`src/rtl/gta_pkg.sv`:
```
// ----------------------------------------------------------------------------
// gta_pkg: shared types and constants of the gelu tanh activation
// Fixed-point formats, operation codes and the per-item sideband record.
// ----------------------------------------------------------------------------
package gta_pkg;

  localparam int unsigned DATA_W = 16;  // width of every data field
  localparam int unsigned FRAC_W = 10;  // fraction bits of the data fields
  localparam int unsigned TERMS  = 12;  // taylor terms of e^-r after the leading one
  localparam int unsigned Q_BITS = 31;  // quotient bits of the tanh division

  // operation codes, the unused code behaves as plain gelu
  localparam logic [1:0] OP_GELU  = 2'd0;
  localparam logic [1:0] OP_GATE  = 2'd1;
  localparam logic [1:0] OP_SCALE = 2'd2;

  localparam logic [30:0] ONE_Q30 = 31'h4000_0000;
  localparam logic [29:0] LN2_Q30 = 30'd744261118;
  localparam logic [15:0] K0_Q16  = 16'd52290;       // sqrt(2/pi)
  localparam logic [11:0] K1_Q16  = 12'd2930;        // 0.044715
  localparam logic [19:0] U_CLAMP = 20'hA_0000;      // 10.0 in q16
  localparam logic [15:0] X_BIG   = 16'h2000;        // 8.0 in q10

  // floor(2^47 / ln2_q30), gives k with an error of at most one
  localparam logic [17:0] RECIP_LN2 = 18'((64'd1 << 47) / 64'd744261118);

  typedef logic [DATA_W-1:0] word_t;

  // operands split into sign and magnitude, carried along the pipeline
  typedef struct packed {
    logic [1:0] op;
    logic       xneg;
    logic       zneg;
    logic       sneg;
    word_t      xm;
    word_t      zm;
    word_t      sm;
  } side_t;

  typedef struct packed {
    word_t y;
    logic  sat;
  } res_t;

endpackage

```
`src/rtl/gta_out.sv`:
```
// ----------------------------------------------------------------------------
// gta_out: gelu product, gate and scale
// Forms |x|*(1 +/- th)/2, the optional gate and scale products, then the
// sign and the saturation of the final value.
// ----------------------------------------------------------------------------
module gta_out (
  input  logic           clk_i,
  input  logic           rst_ni,
  input  logic           en_i,
  input  logic           vld_i,
  input  gta_pkg::side_t side_i,
  input  logic [30:0]    th_i,
  output logic           vld_o,
  output gta_pkg::res_t  res_o
);

  localparam logic [31:0] RND32 = 32'd1 << (gta_pkg::FRAC_W - 1);
  localparam logic [36:0] RND37 = 37'd1 << (gta_pkg::FRAC_W - 1);

  logic [3:0]     vld_q;
  gta_pkg::side_t side_q [4];

  logic [31:0] factor;
  logic [46:0] gp_d, gp_q, gr;
  logic [15:0] gm_d, gm_q, gm1_q, gm2_q;
  logic [31:0] pr1;
  logic [20:0] p1_d, p1_q, p1b_q;
  logic [36:0] pr2;
  logic [25:0] p2_d, p2_q;

  logic [25:0] mag, cap, magc;
  logic        neg, chk, clip, neg_f;

  always_comb begin
    factor = side_i.xneg ? 32'(gta_pkg::ONE_Q30) - 32'(th_i)
                         : 32'(gta_pkg::ONE_Q30) + 32'(th_i);
    gp_d   = 47'(side_i.xm) * 47'(factor);
    gr     = gp_q + (47'd1 << 30);
    gm_d   = gr[46:31];
    pr1    = 32'(gm_q) * 32'(side_q[1].zm) + RND32;
    p1_d   = pr1[gta_pkg::FRAC_W +: 21];
    pr2    = 37'(p1_q) * 37'(side_q[2].sm) + RND37;
    p2_d   = pr2[gta_pkg::FRAC_W +: 26];
  end

  // final selection, sign and saturation
  always_comb begin
    unique case (side_q[3].op)
      gta_pkg::OP_GATE: begin
        mag = 26'(p1b_q);
        neg = side_q[3].xneg ^ side_q[3].zneg;
        chk = 1'b1;
      end
      gta_pkg::OP_SCALE: begin
        mag = p2_q;
        neg = side_q[3].xneg ^ side_q[3].zneg ^ side_q[3].sneg;
        chk = 1'b1;
      end
      default: begin
        mag = 26'(gm2_q);
        neg = side_q[3].xneg;
        chk = 1'b0;
      end
    endcase
    cap       = neg ? 26'd32768 : 26'd32767;
    clip      = chk && (mag > cap);
    magc      = clip ? cap : mag;
    neg_f     = neg && (magc != '0);
    res_o.y   = neg_f ? 16'(~magc[15:0] + 16'd1) : magc[15:0];
    res_o.sat = clip;
  end

  always_ff @(posedge clk_i or negedge rst_ni) begin
    if (!rst_ni) begin
      vld_q <= '0;
    end else if (en_i) begin
      vld_q <= {vld_q[2:0], vld_i};
    end
  end

  always_ff @(posedge clk_i) begin
    if (en_i) begin
      side_q[0] <= side_i;
      for (int i = 1; i < 4; i++) begin
        side_q[i] <= side_q[i-1];
      end
      gp_q  <= gp_d;
      gm_q  <= gm_d;
      p1_q  <= p1_d;
      gm1_q <= gm_q;
      p2_q  <= p2_d;
      p1b_q <= p1_q;
      gm2_q <= gm1_q;
    end
  end

  assign vld_o = vld_q[3];

endmodule

```
`config.mk`:
```
export PLATFORM = sky130hd
export DESIGN_NAME = gta_out
export DESIGN_NICKNAME = d
export VERILOG_FILES = /design/src/rtl/gta_pkg.sv /design/src/rtl/gta_out.sv
export SDC_FILE = /design/constraint.sdc
export NUM_CORES = 2
export LEC_CHECK = 0
export BUFFER_PORTS_ARGS = -buffer_cell sky130_fd_sc_hd__buf_4
export CORE_MARGIN = 4
export CORE_UTILIZATION = 40
export CTS_CLUSTER_DIAMETER = 80
export DETAILED_ROUTE_END_ITERATION = 12
export HOLD_SLACK_MARGIN = 0.02
export SLEW_MARGIN = 30
export SYNTH_ARGS = -nofsm -noshare
export SYNTH_HDL_FRONTEND = slang
export SYNTH_SLANG_ARGS = --single-unit
```
`constraint.sdc`:
```
create_clock -name clk_i -period 6.93 [get_ports clk_i]
set_input_delay 0.693 -clock clk_i [delete_from_list [all_inputs] [get_ports clk_i]]
set_output_delay 0.693 -clock clk_i [all_outputs]
set_load 0.03 [all_outputs]
```
==> impl_metrics.json <==
{
  "post-route-min-period_ns": 7.81,
  "ant_nets": 0,
  "viasPerCell": 4.94,
  "area_growth_syn_to_layout_pct": 14.7,
  "ys_ff_latch": 237,
  "worst_path_max_delay_cell": "fa_1",
  "clock_sinks": 237,
  "crit_path_max_fanout": 4,
  "dieHeight_um": 336,
  "yosys_most_used_dff": "edfxtp_1",
  "port_buffers": 105,
  "start_util_pct": 40.2,
  "drc": 0,
  "core_sq_um": 107000,
  "avgSynthCellArea_sq_um": 9.75,
  "violations": "setup timing",
  "cts_tree": "done",
  "dr.pass1.iters": 7,
  "row_count": 120,
  "clk_latency_ns": 0.60,
  "finalSetupTns_ns": -13.05,
  "n_antenna_cell": 0,
  "period_share_pct": 113,
  "setup_ws_ns": -0.877,
  "maxCapViolations": 0,
  "cp.required_ns": 7.28,
  "cts_buffers": 30,
  "post-route-util_pct": 46.2,
  "wl_per_cell_um": 17.3,
  "finalHoldViolations": 0,
  "synthArstFlopShare_pct": 1.69,
  "worstPathArrival_ns": 8.15,
  "syn_nets": 5739,
  "worst_slew_pin_slew_ns": 0.966,
  "grt_overflow": 0,
  "drive_gt1_share_pct": 13.4,
  "place_congestion": 0.891,
  "end_kind": "register",
  "critPathMostFrequentCell": "fa_1",
  "clockRootBuffer": "clkbuf_16",
  "status": "complete, but fails checks",
  "finalMaxSlewViolations": 0,
  "first_global_vias": 32600,
  "path_clk_slew_ns": 0.06,
  "synth_edf_count": 233,
  "hpwlAfterDp_um": 87200,
  "grt_pass1_wl_um": 174000,
  "synthDistinctLibCells": 72,
  "grt_usage_pct": 19.4,
  "max_slew_margin_pct": 35.6,
  "nNetsFinal": 6026,
  "yosysWarnings": 0,
  "crit_type": "primary input to register",
  "clock.fmax_ghz": 0.128,
  "die_area_sq_um": 113000,
  "die_x_um": 336,
  "setup_viol": 17,
  "seq_area_frac_synth_pct": 16.5,
  "syn_inst": 4419,
  "grt_antenna_before_repair": 4,
  "htreeDepth": 1,
  "hold_class": "primary input to register",
  "rrSetupSlack_ns": 0.34,
  "synth_area_sq_um": 43100,
  "cpPeakStageDelay_ns": 0.54,
  "grt_max_degree": 150,
  "crit_path_start_kind": "primary input",
  "drtIter0Drc": 1730,
  "clock_path_buffers": 3,
  "wl_um": 106000,
  "vias": 30300,
  "rsz0062_at_grt": "yes",
  "io_pins": 106,
  "skew_ns": 0.0187
}
routing by layer:
layer / vias up / share of wire (%) / track usage [%]
li1: 14000 / - / -
met4: 0 / 2.0 / 4.10
met5: - / 0 / 0
met3: 125 / 5.9 / 2.43
met1: 15500 / 43 / 26.5
met2: 774 / 49 / 33.2
per-stage QoR:
| stage | setup WS (ns) | area (sq um) | hold slack (ns) | instances |
|---|---|---|---|---|
| detailed placement | -2.10 | 47400 | 0.405 | 6051 |
| CTS | -0.929 | 48900 | 0.234 | 6119 |
| floorplan | -1.43 | 43200 | 0.397 | 4419 |
| finish | -0.877 | 49400 | 0.272 | 6133 |
| global placement | -2.01 | 47400 | 0.401 | 6051 |
| global route | -1.12 | 49400 | 0.243 | 6133 |
kinds of logic (layout without fill, tap and decap cells):
logic type               Yosys count  in the layout  synth area share (%)
XOR/XNOR                         109            109                  2.22
multiplexers                       8              8                 0.198
buffers and inverters           1162           1473                  10.2
AO/OA/AOI/OAI                    303            303                  4.78
AND/OR/NAND/NOR                 1368           1368                  15.2
flip-flops                       237            237                  16.5
adder cells (fa/ha/maj)         1232           1232                  51.0
path summary, 6_finish.rpt:
kind | from | endpoint | cells after the start
max | th_i[0] | gp_q[39] | 30
min | side_i[30] | side_q[0][30] | 1
max reg2reg | side_q[1][19] | p1_q[15] | 18
min reg2reg | side_q[2][49] | side_q[3][49] | 0
max in group asynchronous | rst_ni | vld_q[1] | 2
min in group asynchronous | rst_ni | vld_q[2] | 2
cell usage after synthesis (all sizes together) (8+ instances only):
master,n,share of area [%]
a21o,31,0.54
o31ai,14,0.24
o21a,18,0.31
fa,872,41
a311oi,8,0.16
nand2,733,6.4
ha,360,10
a22oi,16,0.28
nor2b,21,0.31
edfxtp,233,16
or3,9,0.14
nor4,8,0.12
o21ai,73,0.85
nand3,29,0.34
a21oi,56,0.65
nor3,29,0.34
and2,420,6.1
and3,13,0.19
nand4,12,0.17
xnor2,90,1.8
o21bai,9,0.16
clkbuf,177,1.5
nor2,63,0.55
inv,977,8.5
or4,9,0.18
xor2,19,0.39
sequential cells by signal, indices dropped and copies added, names as in the netlist:
register and flops:
vld_q 4, p1_q 21, gm_q 16, gm2_q 16
p1b_q 21, gm1_q 16, p2_q 26, side_q 100
gp_q 17
critical path, delay by kind of cell:
family | cells | cell delay [ns]
AO/OA/AOI/OAI | 5 | 1.04
XOR/XNOR | 2 | 0.26
AND/OR/NAND/NOR | 9 | 2.36
buffers and inverters | 6 | 0.42
adder cells (fa/ha/maj) | 8 | 3.39
area by class of cell:
| class | instances | area [sq um] |
|---|---|---|
| timing repair buffer | 439 | 3460 |
| tap | 1403 | 1760 |
| sequential | 237 | 7100 |
| clock inverter | 22 | 334 |
| clock buffer | 34 | 766 |
| inverter | 978 | 3690 |
| fill | 10200 | 57600 |
| multi-input combinational | 3020 | 32300 |
repair_timing:
item	4_1_cts	5_1_grt
pin swaps	40	72
hold buffers	1	0
setup buffers	12	16
gates resized for setup	74	88
endpoints found under the setup margin	24	30
endpoints found under the hold margin	4	0
gates cloned	0	0
cells in the final DEF (no fill, tap or decap), types with 31 or more instances in the layout:
master	instances
a21o_1	31
a21oi_1	45
and2_1	416
buf_4	417
edfxtp_1	233
fa_1	857
ha_1	344
inv_1	962
nand2_1	727
nor2_1	58
o21ai_0	47
xnor2_1	80
Power is not shown: default switching activity piles up to over one toggle a cycle in this logic, so the estimate is an artifact.
