<file path="config.mk">
export PLATFORM = sky130hd
export DESIGN_NAME = gta_div
export DESIGN_NICKNAME = d
export VERILOG_FILES = /design/src/rtl/gta_pkg.sv /design/src/rtl/gta_div.sv
export SDC_FILE = /design/constraint.sdc
export NUM_CORES = 2
export LEC_CHECK = 0
export BUFFER_PORTS_ARGS = -buffer_cell sky130_fd_sc_hd__buf_2
export CAP_MARGIN = 20
export CORE_ASPECT_RATIO = 1.5
export CORE_MARGIN = 1.5
export CORE_UTILIZATION = 54
export DETAILED_ROUTE_END_ITERATION = 8
export PLACE_DENSITY = 0.72
export SLEW_MARGIN = 20
export SYNTH_ARGS = -nofsm -noshare
export SYNTH_HDL_FRONTEND = slang
export SYNTH_MEMORY_MAX_BITS = 65536
export SYNTH_SLANG_ARGS = --single-unit
</file>
<file path="constraint.sdc">
create_clock -name clk_i -period 9.6 [get_ports clk_i]
set_input_delay 1.92 -clock clk_i [delete_from_list [all_inputs] [get_ports clk_i]]
set_output_delay 1.92 -clock clk_i [all_outputs]
set_load 0.02 [all_outputs]
</file>
<file path="src/rtl/gta_pkg.sv">
// ----------------------------------------------------------------------------
// gta_pkg: shared types and constants of the gelu tanh activation
// Fixed-point formats, operation codes and the per-item sideband record.
// ----------------------------------------------------------------------------
package gta_pkg;

  localparam int unsigned DATA_W = 16;  // width of every data field
  localparam int unsigned FRAC_W = 10;  // fraction bits of the data fields
  localparam int unsigned TERMS  = 12;  // taylor terms of e^-r after the leading one
  localparam int unsigned Q_BITS = 31;  // quotient bits of the tanh division

  // operation codes, the unused code behaves as plain gelu
  localparam logic [1:0] OP_GELU  = 2'd0;
  localparam logic [1:0] OP_GATE  = 2'd1;
  localparam logic [1:0] OP_SCALE = 2'd2;

  localparam logic [30:0] ONE_Q30 = 31'h4000_0000;
  localparam logic [29:0] LN2_Q30 = 30'd744261118;
  localparam logic [15:0] K0_Q16  = 16'd52290;       // sqrt(2/pi)
  localparam logic [11:0] K1_Q16  = 12'd2930;        // 0.044715
  localparam logic [19:0] U_CLAMP = 20'hA_0000;      // 10.0 in q16
  localparam logic [15:0] X_BIG   = 16'h2000;        // 8.0 in q10

  // floor(2^47 / ln2_q30), gives k with an error of at most one
  localparam logic [17:0] RECIP_LN2 = 18'((64'd1 << 47) / 64'd744261118);

  typedef logic [DATA_W-1:0] word_t;

  // operands split into sign and magnitude, carried along the pipeline
  typedef struct packed {
    logic [1:0] op;
    logic       xneg;
    logic       zneg;
    logic       sneg;
    word_t      xm;
    word_t      zm;
    word_t      sm;
  } side_t;

  typedef struct packed {
    word_t y;
    logic  sat;
  } res_t;

endpackage

</file>
<file path="src/rtl/gta_div.sv">
// ----------------------------------------------------------------------------
// gta_div: tanh division
// Restoring divider, one quotient bit per stage: th = ((1-e) << 30) / (1+e).
// ----------------------------------------------------------------------------
module gta_div (
  input  logic           clk_i,
  input  logic           rst_ni,
  input  logic           en_i,
  input  logic           vld_i,
  input  gta_pkg::side_t side_i,
  input  logic [30:0]    e_i,
  output logic           vld_o,
  output gta_pkg::side_t side_o,
  output logic [30:0]    th_o
);

  localparam int unsigned NST = gta_pkg::Q_BITS;

  typedef struct packed {
    gta_pkg::side_t side;
    logic [31:0]    rem;
    logic [31:0]    den;
    logic [30:0]    quo;
  } div_t;

  div_t           src  [NST];
  div_t           st_d [NST];
  div_t           st_q [NST];
  logic [NST-1:0] vld_q;

  always_comb begin
    src[0].side = side_i;
    src[0].rem  = 32'(gta_pkg::ONE_Q30 - e_i);
    src[0].den  = 32'(gta_pkg::ONE_Q30) + 32'(e_i);
    src[0].quo  = '0;
  end

  for (genvar g = 0; g < NST; g++) begin : g_st
    logic fits;

    if (g > 0) begin : g_src
      // remainder stays below the divisor, so the shift cannot overflow
      always_comb begin
        src[g]     = st_q[g-1];
        src[g].rem = {st_q[g-1].rem[30:0], 1'b0};
      end
    end

    assign fits = src[g].rem >= src[g].den;

    always_comb begin
      st_d[g]     = src[g];
      st_d[g].quo = {src[g].quo[29:0], fits};
      if (fits) begin
        st_d[g].rem = src[g].rem - src[g].den;
      end
    end
  end

  always_ff @(posedge clk_i or negedge rst_ni) begin
    if (!rst_ni) begin
      vld_q <= '0;
    end else if (en_i) begin
      vld_q <= {vld_q[NST-2:0], vld_i};
    end
  end

  always_ff @(posedge clk_i) begin
    if (en_i) begin
      for (int i = 0; i < NST; i++) begin
        st_q[i] <= st_d[i];
      end
    end
  end

  assign vld_o  = vld_q[NST-1];
  assign side_o = st_q[NST-1].side;
  assign th_o   = st_q[NST-1].quo;

  a_tanh_bound : assert property (@(posedge clk_i) disable iff (!rst_ni)
    vld_o |-> th_o <= gta_pkg::ONE_Q30)
    else $error("tanh quotient above one");

endmodule

</file>
==> run_results.csv <==
group,metric,value,unit
run_status,status,"complete, no violations",
critical_path,setup.worst_path.class,"input port to flop",
floorplanning,start_util,0.542,
pwr,powerDensity,310,mW/mm^2
floorplanning,rows,261,
final_layout,n_fill_cell,25400,
timing,maxSlewHeadroom,0.233,
pwr,vdd_drop_max,191,uV
global_routing,antenna_found_initial,10,
place,gp_congestion,0.925,
final_layout,register_area,0.122,sq mm
critical_path,reg2reg_to,"st_q[1][536]$_DFFE_PP_",
yosys,synthesis.nets,14500,
final_layout,nets,15000,
place,place.detailed.hpwl,258000,microns
critical_path,critPathArrivalTime,6.91,ns
timing,hold_violations,0,
timing,rsz0062_at_grt,"false",
final_layout,multi_input_area,0.0553,sq mm
pwr,p_leak,79.3,nW
timing,tightest_slew,1.14,ns
detailed_routing,drt_iter0_drc,5466,
yosys,yosysSeqAreaShare,0.668,
clock_network,post-cts-setup-buffers,0,
detailed_routing,drtPass1Iterations,8,
timing,setup_viol,0,
critical_path,cp_max_fo,11,
clock_network,cts_buffers,377,
global_routing,grt_overflow,0,
min_path,hp-start,"st_q[0][566]$_DFFE_PP_",
yosys,yosys_most_used_dff,"edfxtp_1",
floorplanning,num_io_pins,173,
yosys,yosys_register_bits,4060,
global_routing,grt_pass1_vias,109000,
timing,finClkSkew,0.0800,ns
yosys,synth_cell_types,86,
floorplanning,die_h,715,microns
detailed_routing,vias,103000,
floorplanning,core_area,0.336,sq mm
min_path,hp-class,"flop to flop",
place,io_buffers,172,
yosys,synth_area_per_cell,13.6,sq um
global_routing,grt_pass1_wl,557000,microns
detailed_routing,via_per_inst,5.52,
clock_network,clock-root-buffer,"clkbuf_16",
critical_path,worstReg2RegStart,"st_q[1][360]$_DFFE_PP_",
timing,min_period,6.27,ns
yosys,postSynth.asyncResetShare,0.00764,
clock_network,htreeDepth,5,
timing,drv_slew,0,
floorplanning,die_w,477,microns
clock_network,post_cts_resized,0,
critical_path,start_kind,"input port",
yosys,yosys_warnings,0,
critical_path,rr_worst_depth,15,
detailed_routing,remaining_drc_errors,0,
clock_network,path_clk_slew,0.06,ns
min_path,whs_endpoint,"st_q[0][714]$_DFFE_PP_",
global_routing,grt_usage,0.209,
clock_network,cts_tree,"built",
clock_network,cts_buffer_depth,4,
timing,finalSetupTns,0,ns
detailed_routing,drt-wirelength-per-cell,19.4,microns
run,maxCapViolations,0,
yosys,postSynthCellCount,13400,
detailed_routing,drt_wl_total,362000,microns
final_layout,drive_gt1_frac,0.0898,
clock_network,hold_buffers,0,
detailed_routing,antenna_left,0,
clock_network,worstSkewPairLatency,0.95,ns
timing,timing.fmax,160,MHz
timing,finalCritPeriodShare,0.653,
clock_network,numClockSinks,4060,
final_layout,area_growth,10.7,%
global_routing,grt_max_degree,203,
critical_path,endpoint_kind,"flop",
min_path,min_path_cells,0,
critical_path,worst-r2r-setup-slack,4.22,ns
yosys,synth_edf_count,4029,
critical_path,cp.required,10.24,ns
timing,whs,0.361,ns
yosys,syn_area,0.182,sq mm
floorplanning,dieArea,0.341,sq mm
[worst max path at each step]
stage / end / slack (ns) / cells past startpoint / start
floorplan: st_q[0][92]$_DFFE_PP_ / 3.84 / 19 / e_i[1]
CTS: st_q[0][92]$_DFFE_PP_ / 3.15 / 18 / e_i[2]
global placement: st_q[0][92]$_DFFE_PP_ / 2.06 / 17 / e_i[1]
finish: st_q[0][92]$_DFFE_PP_ / 3.33 / 17 / e_i[1]
global route: st_q[0][92]$_DFFE_PP_ / 2.96 / 17 / e_i[1]
detailed placement: st_q[0][92]$_DFFE_PP_ / 2.13 / 18 / e_i[2]
[power by group]
group	internal [mW]	switching, mW
sequential	23.7	1.40
clock	8.60	6.51
combinational	9.24	13.1
total	41.6	21.0
[layout make-up]
class	instances	share of cell area
antenna	29	0.000359
clock buffer	449	0.0486
clock inverter	235	0.0127
inverter	1289	0.0240
multi-input combinational	7859	0.274
sequential	4060	0.603
tap	4471	0.0277
timing repair buffer	279	0.00978
[critical path, cell delays in order]
cell	delay [ns]
buf_2	0.13
inv_1	0.10
ha_1	0.27
or4b_2	0.70
nor4_1	0.50
inv_1	0.10
ha_1	0.33
xnor2_1	0.16
nor2b_1	0.27
nand4_1	0.12
o41ai_1	0.83
nor3_1	0.19
o21ai_2	0.41
nand2_4	0.21
inv_2	0.28
mux2i_1	0.27
xor2_1	0.09
[logic make-up (layout without fill, tap and decap cells)]
group | after synthesis | in the layout | share of synthesized area
xor gates and xnor gates | 759 | 759 | 0.0365
other | 0 | 29 | 0
and+or+nand+nor | 2696 | 2696 | 0.0689
buffers and inverters | 1479 | 2252 | 0.0305
muxes | 344 | 344 | 0.0211
DFF | 4060 | 4060 | 0.668
AOI/OAI and AO/OA | 3041 | 3041 | 0.104
adders and majority gates | 1019 | 1019 | 0.0711
[cells in the mapped netlist (32+ instances only)]
master / instances / area share
a211o_1: 36 / 0.0017
a211oi_1: 73 / 0.0030
a21boi_0: 79 / 0.0033
a21o_1: 486 / 0.020
a21oi_1: 868 / 0.024
a31oi_1: 76 / 0.0026
and2_1: 56 / 0.0019
and3_1: 47 / 0.0016
clkbuf_1: 178 / 0.0037
edfxtp_1: 4029 / 0.66
ha_1: 990 / 0.068
inv_1: 1286 / 0.026
mux2_2: 316 / 0.020
nand2_1: 963 / 0.020
nand2b_1: 122 / 0.0042
nand3_1: 132 / 0.0036
nand4_1: 131 / 0.0045
nor2_1: 684 / 0.014
nor2b_1: 129 / 0.0044
nor3_1: 174 / 0.0048
nor4_1: 32 / 0.0011
o211ai_1: 38 / 0.0016
o21a_1: 131 / 0.0054
o21ai_0: 785 / 0.022
o21bai_1: 100 / 0.0041
o31ai_1: 100 / 0.0041
or2_2: 55 / 0.0019
or3_1: 78 / 0.0027
xnor2_1: 460 / 0.022
xor2_1: 299 / 0.014
[placed cells by master, fill, tap and decap left out, types with 72 or more instances in the layout]
cell type     n
o31ai_1      98
nand4_1     131
nor2_1      680
nor3_1      174
a31oi_1      76
inv_1      1286
a21o_1      486
xor2_1      299
xnor2_1     460
buf_4        82
a211oi_1     73
nand2b_1    122
a21oi_1     864
edfxtp_1   4029
nor2b_1     129
clkbuf_16   382
or3_1        78
o21a_1      131
nand3_1     132
o21ai_0     784
buf_2       171
ha_1        990
a21boi_0     79
nand2_1     963
clkinv_1     72
mux2_2      316
o21bai_1    100
[registers in the layout, indices dropped and copies added (netlist names)]
register,count
st_q,4029
vld_q,31
[metrics by stage]
step / std cells / power, mW / utilization / instance area [sq um] / setup slack (ns)
2_1_floorplan: 13400 / 41.4 / - / 182000 / 3.84
3_3_place_gp: 18000 / 47.1 / 0.563 / 189000 / 2.06
3_5_place_dp: 18000 / 47.6 / 0.563 / 189000 / 2.13
4_1_cts: 18600 / 62.9 / 0.600 / 202000 / 3.15
5_1_grt: 18700 / 66.2 / 0.600 / 202000 / 2.96
6_report: 18700 / 62.6 / 0.600 / 202000 / 3.33
[layer usage]
layer	track usage	wire length, microns
met5	0	0
met4	0.169	32400
met3	0.0251	9450
met2	0.440	213000
met1	0.161	107000
(Power assumes the default switching activity.)
