===== config.mk =====
export PLATFORM = sky130hd
export DESIGN_NAME = gta_arg
export DESIGN_NICKNAME = d
export VERILOG_FILES = /design/src/rtl/gta_pkg.sv /design/src/rtl/gta_arg.sv
export SDC_FILE = /design/constraint.sdc
export NUM_CORES = 2
export LEC_CHECK = 0
export BUFFER_PORTS_ARGS = -buffer_cell sky130_fd_sc_hd__buf_2
export CAP_MARGIN = 20
export CORE_MARGIN = 1
export CORE_UTILIZATION = 35
export CTS_CLUSTER_SIZE = 28
export DETAILED_ROUTE_END_ITERATION = 8
export SETUP_SLACK_MARGIN = 0.1
export SKIP_LAST_GASP = 1
export SLEW_MARGIN = 15
export SYNTH_ARGS = -nofsm -noshare
export SYNTH_HDL_FRONTEND = slang
export SYNTH_SLANG_ARGS = --single-unit

===== constraint.sdc =====
create_clock -name clk_i -period 12.8 [get_ports clk_i]
set_clock_uncertainty 0.15 [all_clocks]
set_input_delay 1.28 -clock clk_i [delete_from_list [all_inputs] [get_ports clk_i]]
set_output_delay 1.28 -clock clk_i [all_outputs]
set_load 0.1 [all_outputs]

===== src/rtl/gta_pkg.sv =====
// ----------------------------------------------------------------------------
// gta_pkg: shared types and constants of the gelu tanh activation
// Fixed-point formats, operation codes and the per-item sideband record.
// ----------------------------------------------------------------------------
package gta_pkg;

  localparam int unsigned DATA_W = 16;  // width of every data field
  localparam int unsigned FRAC_W = 10;  // fraction bits of the data fields
  localparam int unsigned TERMS  = 12;  // taylor terms of e^-r after the leading one
  localparam int unsigned Q_BITS = 31;  // quotient bits of the tanh division

  // operation codes, the unused code behaves as plain gelu
  localparam logic [1:0] OP_GELU  = 2'd0;
  localparam logic [1:0] OP_GATE  = 2'd1;
  localparam logic [1:0] OP_SCALE = 2'd2;

  localparam logic [30:0] ONE_Q30 = 31'h4000_0000;
  localparam logic [29:0] LN2_Q30 = 30'd744261118;
  localparam logic [15:0] K0_Q16  = 16'd52290;       // sqrt(2/pi)
  localparam logic [11:0] K1_Q16  = 12'd2930;        // 0.044715
  localparam logic [19:0] U_CLAMP = 20'hA_0000;      // 10.0 in q16
  localparam logic [15:0] X_BIG   = 16'h2000;        // 8.0 in q10

  // floor(2^47 / ln2_q30), gives k with an error of at most one
  localparam logic [17:0] RECIP_LN2 = 18'((64'd1 << 47) / 64'd744261118);

  typedef logic [DATA_W-1:0] word_t;

  // operands split into sign and magnitude, carried along the pipeline
  typedef struct packed {
    logic [1:0] op;
    logic       xneg;
    logic       zneg;
    logic       sneg;
    word_t      xm;
    word_t      zm;
    word_t      sm;
  } side_t;

  typedef struct packed {
    word_t y;
    logic  sat;
  } res_t;

endpackage


===== src/rtl/gta_arg.sv =====
// ----------------------------------------------------------------------------
// gta_arg: inner argument and range reduction
// Forms |u| = k0*(|x| + k1*|x|^3), clamps it and splits 2|u| into k*ln2 + r.
// ----------------------------------------------------------------------------
module gta_arg (
  input  logic           clk_i,
  input  logic           rst_ni,
  input  logic           en_i,
  input  logic           vld_i,
  input  gta_pkg::side_t side_i,
  output logic           vld_o,
  output gta_pkg::side_t side_o,
  output logic [29:0]    r_o,
  output logic [4:0]     k_o
);

  localparam int unsigned NST = 7;

  logic [NST-1:0] vld_q;
  gta_pkg::side_t side_q [NST];

  logic [25:0] sq_d, sq_q;
  logic [38:0] cube_d, cube_q;
  logic [50:0] tk, tr;
  logic [14:0] t_d, t_q;
  logic [15:0] s_sum;
  logic [31:0] us;
  logic [21:0] umr_d, umr_q;
  logic        big;
  logic [19:0] um_d, um_q;
  logic [37:0] kp;
  logic [4:0]  kest_d, kest_q, k0_q, k_d, k_q;
  logic [34:0] r0w;
  logic [30:0] r0_d, r0_q;
  logic [29:0] r_d, r_q;

  always_comb begin
    sq_d   = 26'(side_i.xm[12:0]) * 26'(side_i.xm[12:0]);
    cube_d = 39'(sq_q) * 39'(side_q[0].xm[12:0]);
    tk     = 51'(cube_q) * 51'(gta_pkg::K1_Q16);
    tr     = tk + (51'd1 << 35);
    t_d    = tr[50:36];
    s_sum  = 16'(side_q[2].xm[12:0]) + 16'(t_q);
    us     = 32'(s_sum) * 32'(gta_pkg::K0_Q16) + 32'd512;
    umr_d  = us[31:10];
    // large inputs always clamp, the cube path is then ignored
    big    = side_q[3].xm >= gta_pkg::X_BIG;
    um_d   = (big || umr_q > 22'(gta_pkg::U_CLAMP)) ? gta_pkg::U_CLAMP : umr_q[19:0];
    kp     = 38'(um_d) * 38'(gta_pkg::RECIP_LN2);
    kest_d = kp[36:32];
    r0w    = {um_q, 15'd0} - 35'(kest_q) * 35'(gta_pkg::LN2_Q30);
    r0_d   = r0w[30:0];
    // estimate may be one low
    if (r0_q >= 31'(gta_pkg::LN2_Q30)) begin
      r_d = 30'(r0_q - 31'(gta_pkg::LN2_Q30));
      k_d = k0_q + 5'd1;
    end else begin
      r_d = r0_q[29:0];
      k_d = k0_q;
    end
  end

  always_ff @(posedge clk_i or negedge rst_ni) begin
    if (!rst_ni) begin
      vld_q <= '0;
    end else if (en_i) begin
      vld_q <= {vld_q[NST-2:0], vld_i};
    end
  end

  always_ff @(posedge clk_i) begin
    if (en_i) begin
      side_q[0] <= side_i;
      for (int i = 1; i < NST; i++) begin
        side_q[i] <= side_q[i-1];
      end
      sq_q   <= sq_d;
      cube_q <= cube_d;
      t_q    <= t_d;
      umr_q  <= umr_d;
      um_q   <= um_d;
      kest_q <= kest_d;
      r0_q   <= r0_d;
      k0_q   <= kest_q;
      r_q    <= r_d;
      k_q    <= k_d;
    end
  end

  assign vld_o  = vld_q[NST-1];
  assign side_o = side_q[NST-1];
  assign r_o    = r_q;
  assign k_o    = k_q;

  a_reduced_range : assert property (@(posedge clk_i) disable iff (!rst_ni)
    vld_o |-> (r_o < gta_pkg::LN2_Q30 && k_o <= 5'd29))
    else $error("range reduction left r or k out of range");

endmodule


==> summary.md <==
The run finished with clean final reports. For the overall routing resource usage, the log shows 0.134. Dominant synthesized flop cell: sky130_fd_sc_hd__edfxtp_1. The tree built by TritonCTS fans out to 565 sinks. Final cycle utilization of the critical path: 0.682.

The library cells used most frequently in the layout, excluding fill and tap cells, are sky130_fd_sc_hd__inv_1 (932), sky130_fd_sc_hd__ha_1 (680), sky130_fd_sc_hd__fa_1 (677), sky130_fd_sc_hd__edfxtp_1 (558), sky130_fd_sc_hd__nand2_1 (343). In this design, the stage delay of the slowest critical-path cell is 0.51 ns. The slew at the pin closest to its max-slew limit is 1.12 ns, and the number of diodes is 0. CTS built an H-tree with a depth of 3.

The number of maximum-capacitance constraint violations was 0; the area of the multi-input gates was 31500 µm². Worst slew slack as a fraction of its limit: 0.252. Buffers added to address setup during post-CTS repair amount to 0. The worst endpoint data arrival time is 8.97 ns.

In this run, CTS created clock tree buffers numbering 68. The floorplan step defined a die boundary enclosing 151000 µm². In this run the core area contains 141 standard-cell rows.

Once layout is done, the placed cells without fillers occupy 57600 µm². For the final weighted congestion in routability-driven placement, the log shows 0.834. Excluding fillers, the count of instances in the completed layout stands at 6647. After the first detailed-routing iteration, the DRC count stood at 1347. Counting flops and latches in the post-synthesis netlist gives 565. Entering global routing, the biggest net connects 208 pins. The mean instance size in the synthesized netlist was 11.6 µm². The library cell used most frequently in the layout, excluding fill and tap cells, is sky130_fd_sc_hd__inv_1. The share of final-layout standard cells stronger than drive strength 1 works out to 0.0621. The slowest cell on the critical path was sky130_fd_sc_hd__a2111o_1. Pin placement for this block handled 146 I/O pins. After clock tree synthesis, the flow added hold-fix buffers numbering 0.

The final max-slew violation count is 0, and the width of the die is 388 µm. Worst slack at placement: 4.01 ns. After detailed routing, the number of remaining DRC violations is 0. The share of flip-flops with an asynchronous set or reset works out to 0.0124.

The tools report the share of synthesized area occupied by flip-flops and latches as 0.324. Number of detailed-routing iterations run before antenna repair: 6. The total number of nets in the final design is 6078. Setup repair after global routing left no endpoint under its margin. The initial antenna violation count was 3; the maximum fanout encountered on the critical timing path was 8.

Once placement completed, the tool counted placed cells totaling 6521. In this run, synthesis inferred 558 flip-flops with an integrated enable. After synthesis the cells add up to 52300 µm².

The count of buffers inserted at the top-level ports works out to 144. After clock tree synthesis, the repair step resized 0 gates. Synthesis produced 4517 cells. Summing all flip-flop and latch instances after layout gives 16900 µm².

The clock passes through at most 3 buffers. The clock reaches the later pin of the worst-skew pair after 0.65 ns. Count of unique library cells instantiated by Yosys: 77. For the number of routed nets with antenna violations, the log shows 0. In this run the standard cell core region covers 148000 µm². The clock period could shrink to 8.73 ns.

The run gives 0 ns as the setup total negative slack. The required time at the worst-slack endpoint was 13.05 ns; the routed wire length was 98500 µm. For the via count of the routed design, the log shows 31000.

In this run the cell area measured after placement is 55200 µm². The kind of end point of the critical path was a flip-flop. From synthesis to final layout, the design area changed by 10.2%. The number of global-route vias before repair was 33100. The tools report the nature of the critical path startpoint as a flip-flop. The estimated wirelength of the detail-placed design is 80100 µm, and the die outline height is 388 µm. Dividing the detail-routed wire length by the instance count gives 14.8 µm. After detailed routing, the number of vias per cell comes to 4.67.

The tools report the synthesis warning total as 0. The final count of hold timing violations was 0. The worst hold path belongs to the class reg2reg. Setup violations remaining at the end of the flow were counted as 0. The tools report the library cell used as clock root buffer as sky130_fd_sc_hd__clkbuf_16. The total overflow left after global routing is 0. The setup path with the least slack is of type reg2reg. The tools report the worst path setup slack after routing as 4.07 ns. The clock-pin transition on the worst setup and hold timing paths came out at 0.06 ns. The run gives 14200 as the layout filler cell count.

Timing would allow up to 0.115 GHz. The tools report the effective utilization at floorplan as 0.353. The first global-routing pass estimated 165000 µm of wire. TritonCTS built the clock tree.
## state kept, by name (all words and copies together), names as in the netlist, 7 cells and up
signal,cells
side_q,369
vld_q,7
r_o,28
um_q,16
r0_q,29
cube_q,39
umr_q,22
t_q,15
sq_q,25
## area by class of cell
type                       instances  area share
multi-input combinational       2937       0.547
clock inverter                    40     0.00966
timing repair buffer             160      0.0159
tap                             1930      0.0419
clock buffer                      83      0.0307
sequential                       565       0.294
inverter                         932      0.0607
## worst paths after layout
path                       slack, ns      endpoint  cells after the start    startpoint
hold / removal                  0.25  side_q[6][2]                      0  side_q[5][2]
hold reg to reg                 0.25  side_q[6][2]                      0  side_q[5][2]
max in group asynchronous      12.03      vld_q[5]                      1        rst_ni
setup / recovery                4.07     umr_q[21]                     30        t_q[0]
min in group asynchronous       0.30      vld_q[6]                      1        rst_ni
setup reg to reg                4.07     umr_q[21]                     30        t_q[0]
## cells by family after synthesis
family,Yosys count,synth area share
other,2,0.000144
flip-flops,565,0.324
AND/OR/NAND/NOR,884,0.0835
adder cells (fa/ha/maj),1357,0.422
XOR/XNOR,236,0.0395
multiplexers,16,0.00328
buffers and inverters,1020,0.0734
AO/OA/AOI/OAI,437,0.0542
## metal layers
metal	vias to the layer above	global-route usage	wire, µm
li1	15000	-	-
met1	15500	0.171	44600
met2	426	0.234	48900
met3	109	0.0206	3320
met4	0	0.0340	1680
met5	-	0	0
## critical path, delay by kind of cell, from the launching register on
| kind | cells | cell delay, ns |
|---|---|---|
| compound gates | 14 | 3.38 |
| fa+ha+maj | 8 | 2.80 |
| simple gates | 5 | 1.30 |
| flops | 1 | 0.37 |
| xor+xnor | 2 | 0.33 |
| mux | 1 | 0.13 |
## Yosys cell counts (20+ instances only)
master,number,area share
sky130_fd_sc_hd__nor2b_1,26,0.0031
sky130_fd_sc_hd__a21o_1,60,0.0086
sky130_fd_sc_hd__and2_1,183,0.022
sky130_fd_sc_hd__nand3_1,46,0.0044
sky130_fd_sc_hd__nand2_1,343,0.025
sky130_fd_sc_hd__and3_1,25,0.0030
sky130_fd_sc_hd__o21bai_1,27,0.0039
sky130_fd_sc_hd__inv_1,932,0.067
sky130_fd_sc_hd__nor2_1,117,0.0084
sky130_fd_sc_hd__ha_1,680,0.16
sky130_fd_sc_hd__xor2_1,78,0.013
sky130_fd_sc_hd__edfxtp_1,558,0.32
sky130_fd_sc_hd__xnor2_1,158,0.026
sky130_fd_sc_hd__nor3_1,45,0.0043
sky130_fd_sc_hd__clkbuf_1,84,0.0060
sky130_fd_sc_hd__o21ai_1,20,0.0019
sky130_fd_sc_hd__o21ai_0,66,0.0063
sky130_fd_sc_hd__fa_1,677,0.26
sky130_fd_sc_hd__a21oi_1,138,0.013
## per-stage QoR
step | hold slack, ns | utilization
final | 0.248 | 0.389
after global placement | 0.250 | 0.373
after global routing | 0.249 | 0.389
after CTS | 0.230 | 0.389
after detailed placement | 0.255 | 0.373
after floorplan | 0.250 | -
Power is not shown: default switching activity piles up to over one toggle a cycle in this logic, so the estimate is an artifact.
